`src/rtl/jittered_2d_sample_generator_macros.svh`:
```
// Assertion macros for the jittered 2-D sample generator.
// Used by the top level; needs clk and rst_n in the scope of each use.
`ifndef JITTERED_2D_SAMPLE_GENERATOR_MACROS_SVH
`define JITTERED_2D_SAMPLE_GENERATOR_MACROS_SVH
`ifndef SYNTHESIS
// same-cycle implication
`define JSG_ASSERT_SAME(lbl, ante, cons) \
  lbl: assert property (@(posedge clk) disable iff (!rst_n) (ante) |-> (cons)) \
    else $error("jsg assertion failed");
// next-cycle implication
`define JSG_ASSERT_NEXT(lbl, ante, cons) \
  lbl: assert property (@(posedge clk) disable iff (!rst_n) (ante) |=> (cons)) \
    else $error("jsg assertion failed");
`else
`define JSG_ASSERT_SAME(lbl, ante, cons)
`define JSG_ASSERT_NEXT(lbl, ante, cons)
`endif
`endif

```
`src/rtl/jsg_pkg.sv`:
```
// Shared types and constants of the jittered 2-D sample generator.
// No dependencies; used by the result interface, controller, datapath and top level.
package jsg_pkg;

  localparam int SIDE_W     = 7;
  localparam int SEED_W     = 48;
  localparam int FRAC_W     = 24;
  localparam int IDX_W      = 6;
  localparam int CFG_IDX_W  = 1;
  localparam int CFG_DATA_W = 48;
  localparam int CHUNK_W    = 2;
  localparam int STEP_W     = 5;

  localparam int MAX_SIDE_DEF = 64;

  localparam logic [SIDE_W-1:0] SIDE_RESET = 7'd4;
  localparam logic [SEED_W-1:0] SEED_RESET = 48'd20017429951246;
  localparam logic [34:0]       LCG_MUL    = 35'h5DEECE66D;
  localparam logic [SEED_W-1:0] LCG_ADD    = 48'hB;

  // six multiply chunks (three per draw), then one divide step per fraction bit
  localparam logic [STEP_W-1:0] DRAW_LAST = 5'd5;
  localparam logic [STEP_W-1:0] DRAW_HALF = 5'd3;
  localparam logic [STEP_W-1:0] DIV_LAST  = 5'(FRAC_W - 1);

  localparam logic [CFG_IDX_W-1:0] REG_GRID_SIDE = 1'd0;
  localparam logic [CFG_IDX_W-1:0] REG_RNG_SEED  = 1'd1;

  localparam logic [CHUNK_W-1:0] CHUNK_LO  = 2'd0;
  localparam logic [CHUNK_W-1:0] CHUNK_MID = 2'd1;
  localparam logic [CHUNK_W-1:0] CHUNK_HI  = 2'd2;

  typedef enum logic [1:0] {
    ST_IDLE,
    ST_DRAW,
    ST_DIV,
    ST_FIN
  } state_t;

  typedef struct packed {
    logic               start;
    logic               mul_en;
    logic [CHUNK_W-1:0] mul_chunk;
    logic               mul_second;
    logic               div_en;
    logic               out_load;
  } dp_cmd_t;

  typedef struct packed {
    logic out_busy;
  } dp_stat_t;

endpackage

```
`src/rtl/jsg_in_if.sv`:
```
// Request channel of the sample generator: valid/ready plus the restart flag.
// Depends on nothing.
interface jsg_in_if ();
  logic valid;
  logic ready;
  logic restart;

  modport source (output valid, output restart, input ready);
  modport sink (input valid, input restart, output ready);
endinterface

```
`src/rtl/jsg_out_if.sv`:
```
// Result channel of the sample generator: valid/ready plus one sample.
// Depends on jsg_pkg for the field widths.
interface jsg_out_if import jsg_pkg::*; ();
  logic                    valid;
  logic                    ready;
  logic [FRAC_W-1:0]       x_frac;
  logic [FRAC_W-1:0]       y_frac;
  logic [IDX_W-1:0]        row_index;
  logic [IDX_W-1:0]        col_index;
  logic                    last_of_pattern;

  modport source (output valid, output x_frac, output y_frac, output row_index,
                  output col_index, output last_of_pattern, input ready);
  modport sink (input valid, input x_frac, input y_frac, input row_index,
                input col_index, input last_of_pattern, output ready);
endinterface

```
`src/rtl/jsg_ctrl.sv`:
```
// Sequencer of the sample generator: accepts a request, steps the generator
// multiply and the two dividers, then hands the sample over. Uses jsg_pkg.
module jsg_ctrl import jsg_pkg::*; (
  input  logic     clk,
  input  logic     rst_n,
  input  logic     in_valid,
  output logic     in_ready,
  input  dp_stat_t stat,
  output dp_cmd_t  cmd
);

  state_t              state_r, state_nxt;
  logic [STEP_W-1:0]   cnt_r, cnt_nxt;
  logic [STEP_W-1:0]   cnt_m3;

  always_ff @(posedge clk) begin
    if (!rst_n) begin
      state_r <= ST_IDLE;
      cnt_r   <= '0;
    end else begin
      state_r <= state_nxt;
      cnt_r   <= cnt_nxt;
    end
  end

  // next state
  always_comb begin
    state_nxt = state_r;
    cnt_nxt   = cnt_r;
    case (state_r)
      ST_IDLE: begin
        cnt_nxt = '0;
        if (in_valid) begin
          state_nxt = ST_DRAW;
        end
      end
      ST_DRAW: begin
        if (cnt_r == DRAW_LAST) begin
          state_nxt = ST_DIV;
          cnt_nxt   = '0;
        end else begin
          cnt_nxt = cnt_r + 5'd1;
        end
      end
      ST_DIV: begin
        if (cnt_r == DIV_LAST) begin
          state_nxt = ST_FIN;
          cnt_nxt   = '0;
        end else begin
          cnt_nxt = cnt_r + 5'd1;
        end
      end
      ST_FIN: begin
        // hold until the output register is free
        if (!stat.out_busy) begin
          state_nxt = ST_IDLE;
        end
      end
      default: begin
        state_nxt = ST_IDLE;
        cnt_nxt   = '0;
      end
    endcase
  end

  assign cnt_m3 = cnt_r - DRAW_HALF;

  // outputs
  always_comb begin
    in_ready       = 1'b0;
    cmd.start      = 1'b0;
    cmd.mul_en     = 1'b0;
    cmd.mul_chunk  = CHUNK_LO;
    cmd.mul_second = 1'b0;
    cmd.div_en     = 1'b0;
    cmd.out_load   = 1'b0;
    case (state_r)
      ST_IDLE: begin
        in_ready  = 1'b1;
        cmd.start = in_valid;
      end
      ST_DRAW: begin
        cmd.mul_en = 1'b1;
        if (cnt_r < DRAW_HALF) begin
          cmd.mul_chunk = cnt_r[CHUNK_W-1:0];
        end else begin
          cmd.mul_chunk  = cnt_m3[CHUNK_W-1:0];
          cmd.mul_second = 1'b1;
        end
      end
      ST_DIV: begin
        cmd.div_en = 1'b1;
      end
      ST_FIN: begin
        cmd.out_load = !stat.out_busy;
      end
      default: begin
        in_ready = 1'b0;
      end
    endcase
  end

endmodule

```
`src/rtl/jsg_dp.sv`:
```
// Datapath of the sample generator: config registers, stratum counters,
// chunked 48-bit generator multiply, two bit-serial dividers, output register.
// Uses jsg_pkg; driven by jsg_ctrl through dp_cmd_t.
module jsg_dp import jsg_pkg::*; #(
  parameter int MAX_SIDE = MAX_SIDE_DEF
) (
  input  logic                  clk,
  input  logic                  rst_n,
  input  dp_cmd_t               cmd,
  output dp_stat_t              stat,
  input  logic                  in_restart,
  input  logic                  cfg_we,
  input  logic [CFG_IDX_W-1:0]  cfg_index,
  input  logic [CFG_DATA_W-1:0] cfg_data,
  output logic                  out_valid,
  input  logic                  out_ready,
  output logic [FRAC_W-1:0]     out_x_frac,
  output logic [FRAC_W-1:0]     out_y_frac,
  output logic [IDX_W-1:0]      out_row_index,
  output logic [IDX_W-1:0]      out_col_index,
  output logic                  out_last_of_pattern
);

  localparam int CNT_W = (MAX_SIDE > 1) ? $clog2(MAX_SIDE) : 1;
  localparam int CMP_W = ((CNT_W > SIDE_W) ? CNT_W : SIDE_W) + 1;

  logic [SIDE_W-1:0] grid_side_r;
  logic [SEED_W-1:0] rng_r, rng_nxt;
  logic [SEED_W-1:0] acc_r, acc_nxt;
  logic [CNT_W-1:0]  row_r, col_r;
  logic [CNT_W-1:0]  row_cur_r, col_cur_r;
  logic              last_r;
  logic [SIDE_W-1:0] side_r;

  logic [SIDE_W-1:0] remx_r, remy_r;
  logic [FRAC_W-1:0] qx_r, qy_r;

  logic              out_valid_r;
  logic [FRAC_W-1:0] out_x_r, out_y_r;
  logic [IDX_W-1:0]  out_row_r, out_col_r;
  logic              out_last_r;

  // effective side and stratum bookkeeping
  logic [SIDE_W-1:0] side_eff;
  logic [CMP_W-1:0]  side_w;
  logic              wrap;
  logic [CNT_W-1:0]  row_c, col_c;
  logic              col_end, row_end;

  always_comb begin
    if (grid_side_r == '0) begin
      side_eff = SIDE_W'(1);
    end else if (CMP_W'(grid_side_r) > CMP_W'(MAX_SIDE)) begin
      side_eff = SIDE_W'(MAX_SIDE);
    end else begin
      side_eff = grid_side_r;
    end
    side_w  = CMP_W'(side_eff);
    wrap    = in_restart || (CMP_W'(row_r) >= side_w) || (CMP_W'(col_r) >= side_w);
    row_c   = wrap ? '0 : row_r;
    col_c   = wrap ? '0 : col_r;
    col_end = (CMP_W'(col_c) + CMP_W'(1)) >= side_w;
    row_end = (CMP_W'(row_c) + CMP_W'(1)) >= side_w;
  end

  // one 16-bit slice of the state times the multiplier per cycle
  logic [15:0]       x_slice;
  logic [50:0]       pp;
  logic [SEED_W-1:0] pp_sh;

  always_comb begin
    case (cmd.mul_chunk)
      CHUNK_LO:  x_slice = rng_r[15:0];
      CHUNK_MID: x_slice = rng_r[31:16];
      CHUNK_HI:  x_slice = rng_r[47:32];
      default:   x_slice = '0;
    endcase
    pp = 51'(x_slice) * 51'(LCG_MUL);
    case (cmd.mul_chunk)
      CHUNK_LO:  pp_sh = pp[47:0];
      CHUNK_MID: pp_sh = {pp[31:0], 16'd0};
      CHUNK_HI:  pp_sh = {pp[15:0], 32'd0};
      default:   pp_sh = '0;
    endcase
    acc_nxt = ((cmd.mul_chunk == CHUNK_LO) ? LCG_ADD : acc_r) + pp_sh;
  end

  always_comb begin
    rng_nxt = rng_r;
    if (cmd.mul_en && cmd.mul_chunk == CHUNK_HI) begin
      rng_nxt = acc_nxt;
    end
    if (cfg_we && cfg_index == REG_RNG_SEED) begin
      rng_nxt = cfg_data[SEED_W-1:0];
    end
  end

  // restoring divide step: remainder stays below side
  logic [SIDE_W:0]   tx, ty;
  logic              gex, gey;
  logic [SIDE_W-1:0] remx_nxt, remy_nxt;

  always_comb begin
    tx       = {remx_r, qx_r[FRAC_W-1]};
    ty       = {remy_r, qy_r[FRAC_W-1]};
    gex      = tx >= {1'b0, side_r};
    gey      = ty >= {1'b0, side_r};
    remx_nxt = gex ? SIDE_W'(tx - {1'b0, side_r}) : tx[SIDE_W-1:0];
    remy_nxt = gey ? SIDE_W'(ty - {1'b0, side_r}) : ty[SIDE_W-1:0];
  end

  always_ff @(posedge clk) begin
    if (!rst_n) begin
      grid_side_r <= SIDE_RESET;
      rng_r       <= SEED_RESET;
      row_r       <= '0;
      col_r       <= '0;
      out_valid_r <= 1'b0;
    end else begin
      rng_r <= rng_nxt;
      if (cfg_we && cfg_index == REG_GRID_SIDE) begin
        grid_side_r <= cfg_data[SIDE_W-1:0];
      end
      if (cmd.start) begin
        col_r <= col_end ? '0 : col_c + CNT_W'(1);
        if (col_end) begin
          row_r <= row_end ? '0 : row_c + CNT_W'(1);
        end else begin
          row_r <= row_c;
        end
      end
      if (cmd.out_load) begin
        out_valid_r <= 1'b1;
      end else if (out_ready) begin
        out_valid_r <= 1'b0;
      end
    end
  end

  always_ff @(posedge clk) begin
    if (cmd.start) begin
      row_cur_r <= row_c;
      col_cur_r <= col_c;
      last_r    <= col_end && row_end;
      side_r    <= side_eff;
    end
    if (cmd.mul_en) begin
      acc_r <= acc_nxt;
      if (cmd.mul_chunk == CHUNK_HI) begin
        if (!cmd.mul_second) begin
          qx_r   <= acc_nxt[SEED_W-1:SEED_W-FRAC_W];
          remx_r <= SIDE_W'(row_cur_r);
        end else begin
          qy_r   <= acc_nxt[SEED_W-1:SEED_W-FRAC_W];
          remy_r <= SIDE_W'(col_cur_r);
        end
      end
    end
    if (cmd.div_en) begin
      remx_r <= remx_nxt;
      remy_r <= remy_nxt;
      qx_r   <= {qx_r[FRAC_W-2:0], gex};
      qy_r   <= {qy_r[FRAC_W-2:0], gey};
    end
    if (cmd.out_load) begin
      out_x_r    <= qx_r;
      out_y_r    <= qy_r;
      out_row_r  <= IDX_W'(row_cur_r);
      out_col_r  <= IDX_W'(col_cur_r);
      out_last_r <= last_r;
    end
  end

  assign stat.out_busy       = out_valid_r && !out_ready;
  assign out_valid           = out_valid_r;
  assign out_x_frac          = out_x_r;
  assign out_y_frac          = out_y_r;
  assign out_row_index       = out_row_r;
  assign out_col_index       = out_col_r;
  assign out_last_of_pattern = out_last_r;

endmodule

```
`src/rtl/jittered_2d_sample_generator.sv`:
```
// Jittered stratified 2-D sample generator.
// A request on in_chan (restart = 1 begins a new pattern at row 0, column 0)
// yields one sample on out_chan: x_frac, y_frac as 0.24 fractions, the
// stratum row and column, and last_of_pattern on the final sample, after
// which the row/column counters wrap. Strata go in row-major order.
// Each request steps a 48-bit linear congruential generator twice; each step
// is three 16 x 35-bit partial products. The two coordinates are then divided
// by the grid side in two restoring dividers that run side by side, one
// quotient bit per cycle. The sample is loaded in the FIN state once the
// output register is free; only then does the controller return to idle
// and accept a new request. in_chan.ready is high only while idle.
// The finished sample sits in an output register, so a stalled receiver does
// not block the next request; only the load of the following sample waits.
// Config: cfg_index 0 sets grid_side (0 acts as 1, above MAX_SIDE saturates),
// index 1 loads the generator state. Write only while idle.
// Synchronous reset: grid_side 4, default seed, counters zero, no result.
`include "jittered_2d_sample_generator_macros.svh"
module jittered_2d_sample_generator import jsg_pkg::*; #(
  parameter int MAX_SIDE = MAX_SIDE_DEF
) (
  input  logic                  clk,
  input  logic                  rst_n,
  jsg_in_if.sink                in_chan,
  jsg_out_if.source             out_chan,
  input  logic                  cfg_we,
  input  logic [CFG_IDX_W-1:0]  cfg_index,
  input  logic [CFG_DATA_W-1:0] cfg_data
);

  dp_cmd_t  cmd;
  dp_stat_t stat;

  jsg_ctrl u_ctrl (
    .clk      (clk),
    .rst_n    (rst_n),
    .in_valid (in_chan.valid),
    .in_ready (in_chan.ready),
    .stat     (stat),
    .cmd      (cmd)
  );

  jsg_dp #(
    .MAX_SIDE (MAX_SIDE)
  ) u_dp (
    .clk                 (clk),
    .rst_n               (rst_n),
    .cmd                 (cmd),
    .stat                (stat),
    .in_restart          (in_chan.restart),
    .cfg_we              (cfg_we),
    .cfg_index           (cfg_index),
    .cfg_data            (cfg_data),
    .out_valid           (out_chan.valid),
    .out_ready           (out_chan.ready),
    .out_x_frac          (out_chan.x_frac),
    .out_y_frac          (out_chan.y_frac),
    .out_row_index       (out_chan.row_index),
    .out_col_index       (out_chan.col_index),
    .out_last_of_pattern (out_chan.last_of_pattern)
  );

  // a new sample must never overwrite one still waiting
  `JSG_ASSERT_SAME(a_no_result_overwrite, cmd.out_load, !stat.out_busy)
  // one item in flight at a time
  `JSG_ASSERT_NEXT(a_busy_after_accept, in_chan.valid && in_chan.ready, !in_chan.ready)
  // multiplier and dividers never share a cycle
  `JSG_ASSERT_SAME(a_mul_div_exclusive, cmd.mul_en, !cmd.div_en)

endmodule
```
`src/flat_wrapper.sv`:
```
// flat-port wrapper written by rule: the top's interface ports become plain ports
module jittered_2d_sample_generator_flat import jsg_pkg::*;
#(
  parameter int MAX_SIDE = MAX_SIDE_DEF
)
  (clk, rst_n, cfg_we, cfg_index, cfg_data, in_chan_valid, in_chan_restart, in_chan_ready, out_chan_valid, out_chan_x_frac, out_chan_y_frac, out_chan_row_index, out_chan_col_index, out_chan_last_of_pattern, out_chan_ready);
  jsg_in_if in_chan_i ();
  jsg_out_if out_chan_i ();
  input  logic clk;
  input  logic rst_n;
  input  logic cfg_we;
  input  logic [CFG_IDX_W-1:0] cfg_index;
  input  logic [CFG_DATA_W-1:0] cfg_data;
  input wire logic [$bits(in_chan_i.valid)-1:0] in_chan_valid;
  input wire logic [$bits(in_chan_i.restart)-1:0] in_chan_restart;
  output wire logic [$bits(in_chan_i.ready)-1:0] in_chan_ready;
  output wire logic [$bits(out_chan_i.valid)-1:0] out_chan_valid;
  output wire logic [$bits(out_chan_i.x_frac)-1:0] out_chan_x_frac;
  output wire logic [$bits(out_chan_i.y_frac)-1:0] out_chan_y_frac;
  output wire logic [$bits(out_chan_i.row_index)-1:0] out_chan_row_index;
  output wire logic [$bits(out_chan_i.col_index)-1:0] out_chan_col_index;
  output wire logic [$bits(out_chan_i.last_of_pattern)-1:0] out_chan_last_of_pattern;
  input wire logic [$bits(out_chan_i.ready)-1:0] out_chan_ready;
  assign in_chan_i.valid = in_chan_valid;
  assign in_chan_i.restart = in_chan_restart;
  assign in_chan_ready = in_chan_i.ready;
  assign out_chan_valid = out_chan_i.valid;
  assign out_chan_x_frac = out_chan_i.x_frac;
  assign out_chan_y_frac = out_chan_i.y_frac;
  assign out_chan_row_index = out_chan_i.row_index;
  assign out_chan_col_index = out_chan_i.col_index;
  assign out_chan_last_of_pattern = out_chan_i.last_of_pattern;
  assign out_chan_i.ready = out_chan_ready;
  jittered_2d_sample_generator #(.MAX_SIDE(MAX_SIDE)) u_core (.clk(clk), .rst_n(rst_n), .in_chan(in_chan_i), .out_chan(out_chan_i), .cfg_we(cfg_we), .cfg_index(cfg_index), .cfg_data(cfg_data));
endmodule
```
`config.mk`:
```
export PLATFORM = sky130hd
export DESIGN_NAME = jittered_2d_sample_generator_flat
export DESIGN_NICKNAME = d
export VERILOG_FILES = /design/src/rtl/jsg_pkg.sv /design/src/rtl/jsg_in_if.sv /design/src/rtl/jsg_out_if.sv /design/src/rtl/jsg_ctrl.sv /design/src/rtl/jsg_dp.sv /design/src/rtl/jittered_2d_sample_generator.sv /design/src/flat_wrapper.sv
export VERILOG_INCLUDE_DIRS = /design/src /design/src/rtl
export SDC_FILE = /design/constraint.sdc
export NUM_CORES = 1
export LEC_CHECK = 0
export ABC_AREA = 0
export CAP_MARGIN = 5
export CORE_MARGIN = 2
export CORE_UTILIZATION = 50
export CTS_CLUSTER_SIZE = 14
export DETAILED_ROUTE_END_ITERATION = 8
export DONT_BUFFER_PORTS = 1
export HOLD_SLACK_MARGIN = 0.08
export PLACE_DENSITY = 0.76
export SLEW_MARGIN = 20
export SYNTH_ARGS = -nofsm -noshare
export SYNTH_HDL_FRONTEND = slang
export SYNTH_HIERARCHICAL = 1
export SYNTH_SLANG_ARGS = --single-unit
```
`constraint.sdc`:
```
create_clock -name clk -period 13 [get_ports clk]
set_input_delay 0.65 -clock clk [delete_from_list [all_inputs] [get_ports clk]]
set_output_delay 0.65 -clock clk [all_outputs]
set_load 0.01 [all_outputs]
```
==> results of run 1 <==
==> per-stage QoR <==
step | setup slack [ns] | instance area, um^2
after global routing | 0.5048 | 26820
after detailed placement | 1.053 | 25990
after floorplan | 1.169 | 25260
after CTS | 1.059 | 26820
after global placement | 1.097 | 25990
final | 0.9682 | 26830
==> layout make-up <==
type | count | share of cell area (%)
sequential | 266 | 26.97
clock buffer | 35 | 2.784
inverter | 386 | 5.400
timing repair buffer | 28 | 0.7834
antenna | 4 | 0.03730
clock inverter | 10 | 0.3264
tap | 672 | 3.133
multi-input combinational | 1866 | 60.57
==> synthesized netlist by cell type, types with 27 or more instances <==
cell type | number | share of area, %
nand4_1 | 27 | 0.67
nand2b_1 | 31 | 0.77
nand3_1 | 54 | 1.1
dfxtp_1 | 75 | 5.9
nand2_1 | 192 | 2.9
a21oi_1 | 143 | 2.8
nor2b_1 | 61 | 1.5
ha_1 | 257 | 13
nor2_1 | 157 | 2.3
clkbuf_1 | 75 | 1.1
mux2i_1 | 37 | 1.5
fa_1 | 227 | 18
a21o_1 | 86 | 2.6
and2_1 | 35 | 0.87
o21ai_0 | 124 | 2.5
xnor2_1 | 53 | 1.8
inv_1 | 385 | 5.7
xor2_1 | 37 | 1.3
edfxtp_1 | 191 | 23
==> path summary, 6_finish.rpt <==
path | start | to | slack, ns | cells after the start
max | u_core/u_ctrl/cnt_r[4] | u_core/u_dp/qx_r[17] | 0.97 | 38
min | rst_n | u_core/u_dp/grid_side_r[2] | 0.17 | 1
max reg2reg | u_core/u_ctrl/cnt_r[4] | u_core/u_dp/qx_r[17] | 0.97 | 38
min reg2reg | u_core/u_dp/last_r | u_core/u_dp/out_last_of_pattern | 0.43 | 0
==> cells by family after synthesis <==
| kind of cell | Yosys count |
|---|---|
| compound gates | 583 |
| fa+ha+maj | 484 |
| mux | 46 |
| xor+xnor | 90 |
| flops | 266 |
| simple gates | 663 |
| buf+inv | 480 |
==> routing by layer <==
metal / routed length [um] / GRT usage [%] / share of wire [%] / up-vias
met3: 4426 / 3.593 / 5.7 / 133
met5: 45 / 0 / 0.058 / -
met1: 32300 / 39.02 / 42 / 9479
met4: 2919 / 9.926 / 3.8 / 6
met2: 37900 / 51.22 / 49 / 649
li1: - / - / - / 8883
==> flip-flops by register name, summed over array words and instances, names as in the netlist, 2 cells and up <==
signal                     count
u_core/u_dp/acc_r             48
u_core/u_dp/rng_r             48
u_core/u_dp/out_x_frac        24
u_core/u_dp/out_y_frac        24
u_core/u_dp/qx_r              24
u_core/u_dp/qy_r              24
u_core/u_dp/grid_side_r        7
u_core/u_dp/remx_r             7
u_core/u_dp/remy_r             7
u_core/u_dp/side_r             7
u_core/u_dp/col_cur_r          6
u_core/u_dp/col_r              6
u_core/u_dp/out_col_index      6
u_core/u_dp/out_row_index      6
u_core/u_dp/row_cur_r          6
u_core/u_dp/row_r              6
u_core/u_ctrl/cnt_r            5
u_core/u_ctrl/state_r          2
==> layout by cell type, fill, tap and decap left out, types with 19 or more instances in the layout <==
master       n
xnor2_1     53
nand2b_1    31
o21ai_0    122
nand4_1     27
inv_1      385
mux2i_1     37
a21o_1      86
nand2_1    190
edfxtp_1   191
ha_1       255
a21oi_1    142
dfxtp_1     75
clkbuf_16   28
buf_4       28
and2_1      35
o211ai_1    25
fa_1       227
nand3_1     54
nor2b_1     60
and3_1      23
nor2_1     156
nor3_1      23
o21a_1      25
xor2_1      37
o21bai_1    19
==> results.py, run 1 <==
metrics = {
    "outcome": {
        "outcome": "finished clean",
    },
    "job": {
        "cap_viol_max_count": 0,
    },
    "clock_network": {
        "cts_htree_levels": 1,
        "cts_post_setup_buffers_inserted": 0,
        "cts.path.max_buffers": 3,
        "cts_buffer_count": 26,
        "root_buffer": "clkbuf_16",
        "cts.sinks": 266,
        "clk_latency_ns": 0.55,
        "cts_tree": "yes",
        "path_clk_slew_ns": 0.06,
        "cts_hold_repair_buffers": 0,
        "cts.repair.resized": 0,
    },
    "drt": {
        "vias": 19150,
        "detail_route.wirelength_mm": 77.59,
        "viasPerCell": 5.862,
        "post_drt_wl_per_cell_um": 23.75,
        "drcViolationCount": 0,
        "drt_first_pass_iters": 5,
        "first_iter_violations": 1725,
        "post_detailed_route_count_of_antenna_violating_nets": 0,
    },
    "yosys": {
        "ys_seq_elements": 266,
        "async_flop_share_pct": 0,
        "simple_gate_portion_of_the_synthesized_area_pct": 12.90,
        "edff_count_synth": 191,
        "synth_top_family_by_area": "adder cells",
        "syn_nets": 3151,
        "avgSynthCellArea_um2": 9.669,
        "synth.lib_cells_used.distinct": 95,
        "synth_cells": 2612,
        "synth_compound_gate_area_share_pct": 15.54,
        "synth.yosys.warnings": 6,
        "synth.mux.area_fraction_pct": 1.868,
        "synth-adder-area-share_pct": 30.73,
        "synth_ff_type": "edfxtp_1",
        "synth_xor_xnor_area_share_pct": 3.121,
        "netlist_area_before_placement_mm2": 0.02526,
        "synth-seq-area-share_pct": 28.65,
    },
    "sta": {
        "max-slew-margin-rel_pct": 35.39,
        "max_freq_ghz": 0.08311,
        "final.period_utilization_pct": 92.55,
        "finalWorstPathRequiredPeriod_ns": 12.03,
        "timing.hold.ws_ns": 0.1717,
        "final_total_negative_setup_slack_ns": 0,
        "clock_skew_ns": 0.01471,
        "timing.final.setup_violations": 0,
        "finalHoldViolations": 0,
        "maxSlewViolCount": 0,
        "rsz0062_at_grt": "no",
        "timing_worst_slew_pin_value_ns": 0.9623,
    },
    "setup_path": {
        "timing.critical_path.arrival_ns": 12.29,
        "critPathKind": "register to register",
        "crit_top_cell": "fa_1",
        "worstPathBufferInverterCount": 6,
        "worst_ep_required_time_ns": 13.26,
        "worst_path_dominant_cell_family": "adder cells",
        "cp-end-kind": "register",
        "max_stage_delay_on_crit_path_ns": 0.70,
        "crit_fanout": 29,
        "start_kind": "register",
        "worst_path_max_delay_cell": "and3_2",
    },
    "placement": {
        "io_buffer_count": 0,
        "gp_congestion": 1.006,
        "place_hpwl_mm": 63.36,
        "numPlacedInstances": 3218,
    },
    "min_path": {
        "worst_hold_path_type": "input port to register",
    },
    "global_route": {
        "largest_net_degree_at_the_start_of_global_routing": 99,
        "global_route_wire_length_before_repair_mm": 118.9,
        "first_global_vias": 19500,
        "antenna_found_initial": 7,
        "grt_usage_pct": 29.77,
        "globalRouteOverflowTotal": 0,
    },
    "finish": {
        "finalCoreUtilization_pct": 53.70,
        "multiInputGateArea_mm2": 0.01625,
        "seq_area_mm2": 0.007237,
        "design.final.nets": 3113,
        "areaGrowthSynthToFinish_pct": 6.247,
        "fillerInstances": 4476,
        "final-instance-count-excl-fill": 3267,
        "layout-drive-gt1-share_pct": 5.056,
    },
    "floorplanning": {
        "ports": 118,
        "die_h_um": 228.7,
        "design.core.area_mm2": 0.04997,
        "core.rowCount": 82,
        "start_util_pct": 50.55,
        "design.die.area_mm2": 0.05232,
        "die_w_um": 228.7,
    },
}
Power of run 1 is left out: the tool's default activity adds up to more than one toggle a clock period on the data nets, which glitch-free logic cannot reach.
==> inputs of run 2 (changes only) <==
--- a/config.mk
+++ b/config.mk
@@ -10,6 +10,7 @@
 export CAP_MARGIN = 5
 export CORE_MARGIN = 2
 export CORE_UTILIZATION = 50
+export CTS_BUF_LIST = sky130_fd_sc_hd__clkbuf_8
 export CTS_CLUSTER_SIZE = 14
 export DETAILED_ROUTE_END_ITERATION = 8
 export DONT_BUFFER_PORTS = 1
==> run 2 against run 1 <==
Compared with the run above: non-clock buffer count stayed put; die area unchanged; critical path type unchanged; hold slack got worse by 0.037 ns; critical path depth fell by 2; flip-flop and latch count stayed put; utilization is essentially flat; first-iteration DRC count down 4.8%; global-route usage up 0.081 points; routed wire length barely moved; cell area hardly changed; clock skew increased by 0.021 ns; clock-buffer cell count grew 13.
==> results.py, run 2 (synthesized netlist as in run 1, its figures left out) <==
metrics = {
    "outcome": {
        "outcome": "finished clean",
    },
    "drt": {
        "vias": 19160,
        "drt_first_pass_iters": 6,
        "post_drt_wl_per_cell_um": 23.53,
        "detail_route.wirelength_mm": 77.66,
        "post_detailed_route_count_of_antenna_violating_nets": 0,
        "first_iter_violations": 1643,
        "viasPerCell": 5.806,
        "drcViolationCount": 0,
    },
    "placement": {
        "io_buffer_count": 0,
        "place_hpwl_mm": 63.36,
        "numPlacedInstances": 3218,
        "gp_congestion": 1.006,
    },
    "setup_path": {
        "max_stage_delay_on_crit_path_ns": 0.71,
        "start_kind": "register",
        "crit_fanout": 29,
        "crit_top_cell": "fa_1",
        "worst_ep_required_time_ns": 13.29,
        "cp-end-kind": "register",
        "worst_path_max_delay_cell": "and3_2",
        "critPathKind": "register to register",
        "timing.critical_path.arrival_ns": 12.34,
    },
    "floorplanning": {
        "design.core.area_mm2": 0.04997,
        "design.die.area_mm2": 0.05232,
        "die_w_um": 228.7,
        "die_h_um": 228.7,
        "core.rowCount": 82,
        "start_util_pct": 50.55,
        "ports": 118,
    },
    "sta": {
        "finalHoldViolations": 0,
        "timing_worst_slew_pin_value_ns": 0.9750,
        "max_freq_ghz": 0.08298,
        "rsz0062_at_grt": "no",
        "final.period_utilization_pct": 92.70,
        "max-slew-margin-rel_pct": 35.00,
        "timing.final.setup_violations": 0,
        "finalWorstPathRequiredPeriod_ns": 12.05,
        "clock_skew_ns": 0.03552,
        "final_total_negative_setup_slack_ns": 0,
        "maxSlewViolCount": 0,
    },
    "clock_network": {
        "cts_buffer_count": 42,
        "cts_hold_repair_buffers": 0,
        "clk_latency_ns": 0.59,
        "cts.repair.resized": 0,
        "path_clk_slew_ns": 0.06,
        "root_buffer": "clkbuf_8",
        "cts.sinks": 266,
        "cts_tree": "yes",
        "cts_htree_levels": 2,
        "cts_post_setup_buffers_inserted": 0,
        "cts.path.max_buffers": 3,
    },
    "global_route": {
        "global_route_wire_length_before_repair_mm": 119.0,
        "antenna_found_initial": 6,
        "first_global_vias": 19630,
        "grt_usage_pct": 29.85,
        "globalRouteOverflowTotal": 0,
        "largest_net_degree_at_the_start_of_global_routing": 99,
    },
    "finish": {
        "most_common_cell_after_layout_fill_and_taps_aside": "inv_1",
        "final-instance-count-excl-fill": 3300,
        "design.final.nets": 3129,
        "areaGrowthSynthToFinish_pct": 6.262,
        "layout-drive-gt1-share_pct": 5.793,
        "layout_common_cells": "inv_1, ha_1, fa_1",
        "largestRegisters": "u_core/u_dp/acc_r: 48 flops, u_core/u_dp/rng_r: 48 flops",
    },
    "job": {
        "cap_viol_max_count": 0,
    },
    "min_path": {
        "worst_hold_path_type": "input port to register",
    },
}
-- run 2: cell count changes in the layout (fill, tap and decap cells not counted), sizes merged --
cell      delta
clkinvlp     +3
clkbuf      +13
inv         +12
clkinv       +5
-- run 2: worst paths after layout --
kind | startpoint | to | slack [ns] | depth (start not counted)
worst min register to register | u_core/u_dp/last_r | u_core/u_dp/out_last_of_pattern | 0.43 | 0
worst min-delay path | rst_n | u_core/u_dp/grid_side_r[2] | 0.13 | 1
worst max-delay path | u_core/u_ctrl/cnt_r[4] | u_core/u_dp/qx_r[17] | 0.95 | 36
worst max register to register | u_core/u_ctrl/cnt_r[4] | u_core/u_dp/qx_r[17] | 0.95 | 36
-- run 2: per-stage QoR --
step                      area, um^2  setup WS [ns]  utilization (%)  hold slack (ns)
final                          26840         0.9489            53.71           0.1348
after global routing           26830         0.4707            53.69           0.1195
after CTS                      26830          1.062            53.69           0.1043
after detailed placement       25990          1.053            52.01           0.4155
after global placement         25990          1.097            52.01           0.4080
after floorplan                25260          1.169                -           0.4003
-- run 2: layer usage --
metal / wire (um) / vias up / track usage (%)
met5: 31 / - / 0
met4: 3270 / 4 / 11.40
met3: 4326 / 150 / 4.017
met1: 32340 / 9474 / 38.74
li1: - / 8917 / -
met2: 37690 / 614 / 50.82
-- run 2: worst max-delay path, delay by kind of cell, from the launching register on --
kind | cells | cell delay, ns
compound gates | 16 | 3.89
fa+ha+maj | 8 | 3.95
buf+inv | 5 | 0.57
xor+xnor | 1 | 0.44
mux | 1 | 0.46
flops | 1 | 0.37
simple gates | 5 | 2.06
-- run 2: layout make-up --
cell class                      count  area, um^2
Clock buffer                       48       660.6
Fill cell                        4507       23130
Clock inverter                     30       177.7
Multi-Input combinational cell   1866       16250
Sequential cell                   266        7237
Inverter                          386        1449
Timing Repair Buffer               28       210.2
Tap cell                          672       840.8
Antenna cell                        4       10.01
Power of run 2 is left out for the same reason.
